[src/sv/ofcc_pkg.sv]
`default_nettype none

package ofcc_pkg;

	localparam int unsigned ByteW = 8;
	localparam int unsigned PosW = 4;
	localparam logic [ByteW-1:0] CrcPoly = 8'h8C;
	localparam logic [ByteW-1:0] CrcInit = 8'h00;
	localparam logic [PosW-1:0] FrameLenReset = 4'd8;

	typedef struct packed {
		logic [ByteW-1:0] data_byte;
		logic             frame_start;
	} src_word_t;

	typedef struct packed {
		logic               crc_ok;
		logic [ByteW-1:0]   computed_crc;
		logic [ByteW-1:0]   received_crc;
		logic signed [15:0] temperature_word;
	} dst_word_t;

	// Reflected CRC-8, one byte folded in LSB first.
	function automatic logic [ByteW-1:0] crc_fold_byte(input logic [ByteW-1:0] crc_in,
			input logic [ByteW-1:0] b_in);
		logic [ByteW-1:0] crc;
		logic [ByteW-1:0] b;
		logic             fb;
		crc = crc_in;
		b   = b_in;
		for (int k = 0; k < ByteW; k++) begin
			fb  = crc[0] ^ b[0];
			crc = {1'b0, crc[ByteW-1:1]};
			if (fb) begin
				crc = crc ^ CrcPoly;
			end
			b = {1'b0, b[ByteW-1:1]};
		end
		return crc;
	endfunction

endpackage

`default_nettype wire

[src/sv/ofcc_frame_unit.sv]
`default_nettype none

module ofcc_frame_unit
	import ofcc_pkg::*;
(
	input  wire logic            clk,
	input  wire logic            arst_n,
	input  wire logic [PosW-1:0] frame_length,
	input  wire src_word_t       word_s1,
	input  wire logic            fire,
	output logic                 close,
	output dst_word_t            result
);

	logic [ByteW-1:0] crc_q;
	logic [PosW-1:0]  pos_q;
	logic [ByteW-1:0] byte0_q;
	logic [ByteW-1:0] byte1_q;

	logic [ByteW-1:0] crc_e;
	logic [PosW-1:0]  pos_e;
	logic [ByteW-1:0] byte0_e;
	logic [ByteW-1:0] byte1_e;
	logic [ByteW-1:0] crc_next;

	// frame_start wipes the frame before this word is handled
	always_comb begin
		if (word_s1.frame_start) begin
			crc_e   = CrcInit;
			pos_e   = '0;
			byte0_e = '0;
			byte1_e = '0;
		end else begin
			crc_e   = crc_q;
			pos_e   = pos_q;
			byte0_e = byte0_q;
			byte1_e = byte1_q;
		end
	end

	assign close    = (pos_e >= frame_length);
	assign crc_next = crc_fold_byte(crc_e, word_s1.data_byte);

	always_comb begin
		result.crc_ok           = (crc_e == word_s1.data_byte);
		result.computed_crc     = crc_e;
		result.received_crc     = word_s1.data_byte;
		result.temperature_word = $signed({byte1_e, byte0_e});
	end

	always_ff @(posedge clk or negedge arst_n) begin
		if (!arst_n) begin
			crc_q   <= CrcInit;
			pos_q   <= '0;
			byte0_q <= '0;
			byte1_q <= '0;
		end else if (fire) begin
			if (close) begin
				crc_q   <= CrcInit;
				pos_q   <= '0;
				byte0_q <= '0;
				byte1_q <= '0;
			end else begin
				crc_q   <= crc_next;
				pos_q   <= pos_e + PosW'(1);
				byte0_q <= (pos_e == PosW'(0)) ? word_s1.data_byte : byte0_e;
				byte1_q <= (pos_e == PosW'(1)) ? word_s1.data_byte : byte1_e;
			end
		end
	end

	a_close_clears: assert property (@(posedge clk) disable iff (!arst_n)
		fire && close |=> pos_q == '0 && crc_q == CrcInit)
		else $error("frame state not cleared after CRC word");

	a_pos_step: assert property (@(posedge clk) disable iff (!arst_n)
		fire && !close |=> pos_q == $past(pos_e) + PosW'(1))
		else $error("byte position did not advance on data word");

	a_hold: assert property (@(posedge clk) disable iff (!arst_n)
		!fire |=> $stable(pos_q) && $stable(crc_q))
		else $error("frame state moved without a word");

endmodule

`default_nettype wire

[config.mk]
export PLATFORM = sky130hd
export DESIGN_NAME = ofcc_frame_unit
export DESIGN_NICKNAME = d
export VERILOG_FILES = /design/src/sv/ofcc_pkg.sv /design/src/sv/ofcc_frame_unit.sv
export SDC_FILE = /design/constraint.sdc
export NUM_CORES = 1
export LEC_CHECK = 0
export BUFFER_PORTS_ARGS = -buffer_cell sky130_fd_sc_hd__buf_2
export CAP_MARGIN = 20
export CORE_MARGIN = 5
export CORE_UTILIZATION = 34
export DETAILED_ROUTE_END_ITERATION = 10
export HOLD_SLACK_MARGIN = 0.05
export PLACE_DENSITY = 0.64
export SLEW_MARGIN = 25
export SYNTH_ARGS = -nofsm -noshare
export SYNTH_HDL_FRONTEND = slang
export SYNTH_SLANG_ARGS = --single-unit
export TNS_END_PERCENT = 50
[constraint.sdc]
create_clock -name clk -period 2.6 [get_ports clk]
set_input_delay 0.26 -clock clk [delete_from_list [all_inputs] [get_ports clk]]
set_output_delay 0.26 -clock clk [all_outputs]
set_load 0.02 [all_outputs]
======== Yosys cells after proc, flatten, opt, wreduce, memory -nomap -nowiden ========
Cells that the tools add are included.
storage, ports and cells
  register bits ........................... 28
  latch bits .............................. 0
  RAM bits ................................ 0
  ROM bits ................................ 0
  input bits .............................. 16
  logic and storage cells ................. 43
  memories kept ........................... 0
operators by class
  add/subtract/negate cells ............... 1
  $mul .................................... 0
  div/mod/pow operators ................... 0
  $lt $le $gt $ge ......................... 1
  equality and inequality tests ........... 2
  shift operators ......................... 0
  mux-type cells .......................... 18
  bitwise operators ....................... 16
  reductions and logical operators ........ 1
operator list
  operator             number
  $mux 8               16
  $not 2->3            8
  $eq 8x8->1           1
  $mux 4               2
  $xor 1x1->1          8
  $add 4x1->4 const B  1
  $eq 4x1->1 const B   1
  $ge 4x4->1           1
  $logic_not 4->1      1

======== Depth between registers and ports, before layout ========
Gate-level depths: netlist of run 1.
  depth in word-level cells ............... 18
  depth in mapped cells ................... 11
  mapped depth without buffers ............ 9

======== Least setup slack after synthesis of run 1 ========
Ideal clock, no wire load.
  path type ............................... input to register
  from .................................... input word_s1[0] (netlist name)
  to ...................................... register byte0_q[0]
  library setup time ...................... 0.066 ns
  data arrival time ....................... 2.520 ns
  setup slack ............................. 0.013 ns
  stages .................................. 11
  cells stage by stage .................... buf_6 clkbuf_1 clkbuf_1 nor2_1 ha_1 a21o_1 a211o_1 o21ai_4 inv_6 o31ai_4 a22o_1
on the way
  elaborated cells on any way between the ends .. 6
RTL lines
  what                    line                   source
  start: declaration      ofcc_frame_unit.sv:9   input wire src_word_t word_s1,
  $mux 4                  ofcc_frame_unit.sv:28  if (word_s1.frame_start) begin
  $ge 4x4->1              ofcc_frame_unit.sv:41  assign close = (pos_e >= frame_length);
  named net close         ofcc_frame_unit.sv:11  output logic close,
  $mux 8                  ofcc_frame_unit.sv:58  if (close) begin
  end signal: assignment  ofcc_frame_unit.sv:66  byte0_q <= (pos_e == PosW'(0)) ? word_s1.data_byte : byte0_e;
  end: declaration        ofcc_frame_unit.sv:17  logic [ByteW-1:0] byte0_q;
The timed path passes the listed nets, and every way through them passes these cells.
A chain may end at the register's enable or synchronous reset.

======== Final worst setup path of run 1 ========
  from .................................... register pos_q[0]
  to ...................................... output close
on the way
  cells in the longest elaborated chain, start to end .. 2
RTL lines
  what                      line                   source
  start: declaration        ofcc_frame_unit.sv:16  logic [PosW-1:0] pos_q;
  start signal: assignment  ofcc_frame_unit.sv:65  pos_q <= pos_e + PosW'(1);
  $mux 4                    ofcc_frame_unit.sv:28
  $ge 4x4->1                ofcc_frame_unit.sv:41
  end: declaration          ofcc_frame_unit.sv:11
Every way passes these cells.

==> results of run 1 <==
worst min-delay path by stage:
stage / depth (start not counted) / slack, ns / start / endpoint
after floorplan: 0 / -0.04 / arst_n / byte0_q[0]
after global placement: 1 / 0.31 / arst_n / byte1_q[4]
after detailed placement: 1 / 0.32 / arst_n / byte1_q[3]
after CTS: 2 / 0.31 / word_s1[8] / byte0_q[7]
after global routing: 2 / 0.31 / word_s1[7] / byte1_q[6]
final: 2 / 0.30 / word_s1[8] / byte0_q[7]
synth_stat cells (3+ instances only):
cell type and n:
ha_1 7, buf_2 3, nor2_1 12, clkbuf_1 4, a31oi_1 3, nor2b_1 20, nand2_1 4, xor2_1 6
inv_1 15, a22o_1 16, dfrtp_1 28, nand3_1 3, o22ai_1 7, xnor2_2 4, xnor2_1 16, o32ai_1 3
buf_4 10
per-layer routing:
layer | GRT usage, % | vias up | part of all wire, %
li1 | - | 710 | -
met1 | 16.9 | 670 | 48
met2 | 19.5 | 42 | 44
met3 | 4.51 | 4 | 6.6
met4 | 2.16 | 0 | 1.1
met5 | 0 | - | 0
cell families (layout without fill, tap and decap cells):
family                     Yosys count  in the layout  share of synthesized area [%]
DFF                                 28             28                           37.3
buffers and inverters               35             72                           9.85
and+or+nand+nor                     51             51                           15.0
xor gates and xnor gates            27             27                           14.6
adders and majority gates            7              7                           4.66
AOI/OAI and AO/OA                   41             41                           18.6
through the flow:
stage / util, % / total power, mW / cell area, um2
finish: 40.3 / 2.04 / 2190
global route: 40.3 / 2.20 / 2190
CTS: 40.3 / 2.06 / 2190
detailed placement: 38.8 / 1.71 / 2110
global placement: 38.8 / 1.69 / 2110
floorplan: - / 1.49 / 1880
power by group through the flow:
stage / logic, mW / registers, mW / clock network (mW)
finish: 1.02 / 0.680 / 0.344
global route: 1.13 / 0.701 / 0.370
CTS: 1.03 / 0.681 / 0.351
detailed placement: 1.02 / 0.689 / 0
global placement: 1.01 / 0.684 / 0
floorplan: 0.847 / 0.647 / 0
final cells by class:
| class | instances | area share [%] |
|---|---|---|
| Timing Repair Buffer | 52 | 12.3 |
| Multi-Input combinational cell | 126 | 45.3 |
| Tap cell | 72 | 4.11 |
| Inverter | 16 | 2.97 |
| Clock buffer | 3 | 1.88 |
| Sequential cell | 28 | 32.0 |
| Clock inverter | 1 | 1.37 |
sequential cells by signal, indices dropped and copies added, names as in the netlist:
register / count
byte0_q: 8
byte1_q: 8
crc_q: 8
pos_q: 4
placed cells by master (no fill, tap or decap), types with 2 or more instances in the layout:
master	count
buf_2	49
dfrtp_1	28
nor2b_1	20
xnor2_1	16
a22o_1	16
inv_1	15
nor2_1	12
o22ai_1	7
ha_1	7
xor2_1	6
xnor2_2	4
nand2_1	4
a31oi_1	3
o32ai_1	3
nand3_1	3
clkbuf_8	3
nand2b_1	2
a21oi_1	2
a31o_1	2
and2_1	2
and3_2	2
o31ai_4	2
o21ai_0	2
buf_4	2
what timing repair did:
action,in CTS,in global routing
resized for setup,0,0
hold buffers,1,0
hold endpoints to repair,28,0
==> key figures, run 1 <==
Place
  – Hpwl dp: 3260 um
  – I/O Buffers: 49
  – Placer Congestion: between 0.8 and 0.9
  – Dpl cells: 293
  – Worst slack, placed: around 0.18 ns

Critical path
  – Reg2reg setup slack: roughly 0.27 ns
  – Worst Setup End Kind: primary output
  – CP peak stage delay: roughly 0.42 ns
  – Max FO, Critical Path: 8
  – Crit-path cells: nand2b_1 -> ha_1 -> nand2b_1 -> a21o_1 -> a211o_1 -> o21ai_4 -> inv_6 -> buf_2
  – CP Launch Type: flip-flop
  – Critical path data arrival time: approximately 2.1 ns
  – R2r startpoint: pos_q[0]
  – WS Path Type: reg -> out
  – WP data required: around 2.3 ns
  – Most frequent cell on the critical path: nand2b_1
  – CP Depth: 8
  – Crit path from: pos_q[0]
  – Critical path's slowest cell: dfrtp_1
  – Crit path buf inv count: 2
  – CP Capture Point: close
  – Largest delay share family, worst path: compound AO/OA/AOI/OAI gates
  – Reg2Reg Depth: 9
  – RR Endpoint: byte1_q[3]

Layout
  – Share of layout cells above drive strength 1: roughly 30%
  – NumNets Final: 250
  – Area Growth Syn to Fin: 16.6%
  – Non-filler cells, final: 298
  – Multi-input logic area: a little under 1000 um2
  – Reg area: roughly 700 um2
  – Antenna diode count: 0
  – Filler cells: ~550

CTS
  – Setup Buffers After CTS: 0
  – Root Driver: clkbuf_8
  – H-tree levels: 1
  – Reg clk slew, reported paths: about 0.1 ns
  – CTS tree: yes
  – CTS buffer count: 3
  – Clock Tree Buf Depth: 2
  – Worst skew pair latency: approximately 0.27 ns
  – Clk sinks: 28

Logic synthesis
  – Post-synth top area cell: dfrtp_1
  – Synthesis-stage register bit count: 28
  – Asr flop ratio synth: between 90% and 100%
  – Yosys warnings: 0
  – Syn nets: 212
  – Share of the synthesized area in the top cell type: ~37%
  – Syn Area/Cell: 9.94 um2
  – Seq/Total Area, Yosys: between 30% and 40%
  – Post-synthesis cell type count: 38
  – Mapped Cells: 189
  – Post-synthesis instance area: around 1900 um2
  – Top_reg_cell synth: dfrtp_1
  – EDFF count, synth: 0
  – Area contributors post-synth: dfrtp_1, a22o_1, xnor2_1, nor2b_1, ha_1

Global routing
  – Initial antenna violation count: 0
  – Total track usage: around an eighth
  – First-pass GRT wire length: slightly above 7000 um
  – Congestion Overflow GR: 0
  – Number of global-route vias before repair: approximately 1,400
  – Pin count of the biggest net entering global routing: 29

STA
  – Max-slew violation count: 0
  – Worst hold slack: 0.297 ns
  – Final setup TNS: 0 ns
  – Fmax: between 0.4 and 0.5 GHz
  – Final setup fails: 0
  – Rel. slew slack: 57.8%
  – Unrepaired setup endpoints after global routing: no
  – Final period util: 91.5%
  – Period minus WS final: 2.38 ns
  – Least-Margin Pin Slew: around 0.63 ns
  – Skew final: 0.00169 ns
  – Setup ws final: between 0.2 and 0.25 ns
  – Final hold vios: 0

Die
  – Core Region: roughly 5400 um2
  – Die ar.: 7110 um2
  – Width of the die: roughly 84 um
  – Chip Height: around 84 um
  – I/O pin cnt: 50
  – Cell row count: 27
  – Initial Util: 34.6%

Power and ir drop
  – Power per cell area: 932 nW/um2
  – Net Sw Frac: 38.7%
  – Combinational cell fraction of total power: between 40% and 50%
  – Worst vdd rail ir drop: slightly above 500 uV
  – Psw: between 700 and 800 uW
  – Flop pwr share: between 30 and 40%
  – Total leakage power: approximately 1.1 nW
  – P_int: between 1 and 1.5 mW
  – Clock share of power: 16.8%

Drt
  – DR DRC count: 0
  – WL per Instance: 14.4 um
  – Via-to-Cell Ratio: 4.79
  – Final WL: between 4000 and 5000 um
  – DR vias: around 1,400
  – Initial drt markers: 45
  – Antenna Violating Nets Remaining: 0
  – Drt pass-1 iters: 4

Job
  – Max Cap Viol: 0

Min path
  – Min-delay worst type: in -> reg

Status
  – Status: finished clean
Note: power is estimated with default switching activity, not from simulation.
==> run 2, diff against run 1 <==
==> constraint.sdc (replaced) <==
create_clock -name clk -period 2.6 [get_ports clk]
set_input_delay 0.13 -clock clk [delete_from_list [all_inputs] [get_ports clk]]
set_output_delay 0.13 -clock clk [all_outputs]
set_load 0.02 [all_outputs]
==> run 2 against run 1 <==
Cell count stayed put; cell area stayed put; non-clock buffer count stayed put; first-iteration DRC count is 20% higher; maximum frequency is 1.9% higher; core utilization stayed put; clock skew is 0.0016 ns higher; worst setup slack better by 0.044 ns; clock power hardly changed; critical path type is now reg -> reg; largest cell class unchanged; largest power group unchanged; highest routed layer unchanged.
==> key figures, run 2 (synthesis gave the netlist of run 1 again) <==
Drt
  – Drt pass-1 iters: 4 (unchanged)
  – Via-to-Cell Ratio: 4.73 (was 4.79)
  – Antenna Violating Nets Remaining: 0 (unchanged)
  – DR DRC count: 0 (unchanged)
  – DR vias: 1,410 (was 1,426)
  – Initial drt markers: 54 (was 45)
  – WL per Instance: 14.0 um (was 14.4 um)
  – Final WL: 4170 um (was 4290 um)

Power and ir drop
  – Total leakage power: 1.08 nW (unchanged)
  – Overall power: 2.03 mW (was 2.04 mW)
  – Worst vdd rail ir drop: 403 uV (was 503 uV)
  – Power per cell area: 926 nW/um2 (was 932 nW/um2)

Critical path
  – WS Path Type: reg -> reg (was reg -> out)
  – Critical path's slowest cell: o31ai_4 (was dfrtp_1)
  – Worst Setup End Kind: flip-flop (was primary output)
  – Max FO, Critical Path: 8 (unchanged)
  – Critical path data arrival time: 2.55 ns (was 2.12 ns)
  – Crit-path cells: nand2b_1 -> ha_1 -> nand2b_1 -> a21o_1 -> a211o_1 -> o21ai_4 -> inv_6 -> o31ai_4 -> a22o_1 (was nand2b_1 -> ha_1 -> nand2b_1 -> a21o_1 -> a211o_1 -> o21ai_4 -> inv_6 -> buf_2)
  – Most frequent cell on the critical path: nand2b_1 (unchanged)
  – CP peak stage delay: 0.43 ns (was 0.42 ns)
  – WP data required: 2.82 ns (was 2.34 ns)
  – CP Launch Type: flip-flop (unchanged)

Die
  – Core Region: 5440 um2 (unchanged)
  – Initial Util: 34.6% (unchanged)
  – Width of the die: 84.3 um (unchanged)
  – Die ar.: 7110 um2 (unchanged)
  – Cell row count: 27 (unchanged)
  – Chip Height: 84.3 um (unchanged)
  – I/O pin cnt: 50 (unchanged)

Layout
  – Most frequent cells in the layout: buf_2, dfrtp_1, nor2b_1 (unchanged)
  – Share of layout cells above drive strength 1: 30.1% (unchanged)
  – Area Growth Syn to Fin: 16.6% (unchanged)
  – Post-layout util: 40.3% (unchanged)
  – Biggest regs: byte0_q: 8 flops, byte1_q: 8 flops, crc_q: 8 flops (unchanged)
  – NumNets Final: 250 (unchanged)
  – Finished Cell Area: 2190 um2 (unchanged)
  – Antenna diode count: 0 (unchanged)
  – Filler cells: 555 (was 548)
  – Commonest non-fill, non-tap cell in the layout: buf_2 (unchanged)

CTS
  – H-tree levels: 1 (unchanged)
  – Reg clk slew, reported paths: 0.10 ns (about the same)
  – Root Driver: clkbuf_8 (unchanged)
  – Clock Tree Buf Depth: 2 (unchanged)
  – Setup Buffers After CTS: 0 (unchanged)
  – CTS resizes: 0 (unchanged)
  – CTS tree: yes (unchanged)
  – Worst skew pair latency: 0.27 ns (about the same)
  – CTS buffer count: 3 (unchanged)
  – Clk sinks: 28 (unchanged)

STA
  – Final setup fails: 0 (unchanged)
  – Least-Margin Pin Slew: 0.623 ns (was 0.633 ns)
  – Worst hold slack: 0.168 ns (was 0.297 ns)
  – Final setup TNS: 0 ns (unchanged)
  – Unrepaired setup endpoints after global routing: no (unchanged)
  – Rel. slew slack: 58.5% (was 57.8%)
  – Period minus WS final: 2.33 ns (was 2.38 ns)
  – Final period util: 89.8% (was 91.5%)
  – Final hold vios: 0 (unchanged)
  – Skew final: 0.00325 ns (was 0.00169 ns)
  – Max-slew violation count: 0 (unchanged)
  – Fmax: 0.429 GHz (was 0.421 GHz)

Status
  – Status: finished clean (unchanged)

Global routing
  – Congestion Overflow GR: 0 (unchanged)
  – First-pass GRT wire length: 7190 um (was 7240 um)
  – Pin count of the biggest net entering global routing: 29 (unchanged)
  – Number of global-route vias before repair: 1,447 (was 1,435)
  – Total track usage: 12.2% (was 12.5%)
  – Initial antenna violation count: 0 (unchanged)

Place
  – DP Area: 2110 um2 (unchanged)
  – Hpwl dp: 3170 um (was 3260 um)
  – Placer Congestion: 0.786 (was 0.810)
  – I/O Buffers: 49 (unchanged)

Min path
  – Min-delay worst type: in -> reg (unchanged)

Job
  – Max Cap Viol: 0 (unchanged)
-- run 2: cell counts in the layout (fill, tap and decap cells not counted) --
No cell type changed its count.
-- run 2: cell type report --
cell class	instances	area, um2	share of cell area, %
multi-input cells	126	993	45.3
flip-flops and latches	28	701	32.0
repair buffers	52	270	12.3
well taps	72	90.1	4.11
inverters	16	65.1	2.97
clock buffers	3	41.3	1.88
clock inverters	1	30.0	1.37
-- run 2: critical path, delay by kind of cell, from the launching register on --
family          cells  cell delay (ns)
simple gates        2             0.29
buf+inv             1             0.07
flops               1             0.40
compound gates      5             1.26
fa+ha+maj           1             0.25
-- run 2: path summary, 6_finish.rpt --
path | startpoint | cells after the start | endpoint | slack [ns]
worst max-delay path | pos_q[0] | 9 | byte1_q[2] | 0.27
worst min-delay path | word_s1[7] | 2 | byte0_q[6] | 0.17
worst max register to register | pos_q[0] | 9 | byte1_q[2] | 0.27
worst min register to register | byte1_q[7] | 1 | byte1_q[7] | 0.50
max in group asynchronous | arst_n | 2 | crc_q[5] | 1.80
min in group asynchronous | arst_n | 2 | byte1_q[4] | 0.39
-- run 2: repair_timing --
action | CTS | global route
endpoints found under the setup margin | 0 | 0
hold endpoints to repair | 28 | 0
hold buffers | 1 | 0
-- run 2: layer usage --
layer / share of wire (%) / up-vias / global-route usage, %
li1: - / 709 / -
met1: 48 / 664 / 16.6
met2: 45 / 33 / 19.4
met3: 5.9 / 4 / 3.83
met4: 0.79 / 0 / 2.16
met5: 0 / - / 0
-- run 2: where the power goes --
group / switching (mW) / internal (mW)
combinational: 0.542 / 0.466
sequential: 0.0976 / 0.579
clock: 0.137 / 0.206
total: 0.777 / 1.25
-- run 2: per-stage QoR --
step           setup slack [ns]  instances
2_1_floorplan             0.143        189
3_3_place_gp              0.317        293
5_1_grt                   0.129        298
6_report                  0.266        298
4_1_cts                   0.259        298
3_5_place_dp              0.264        293
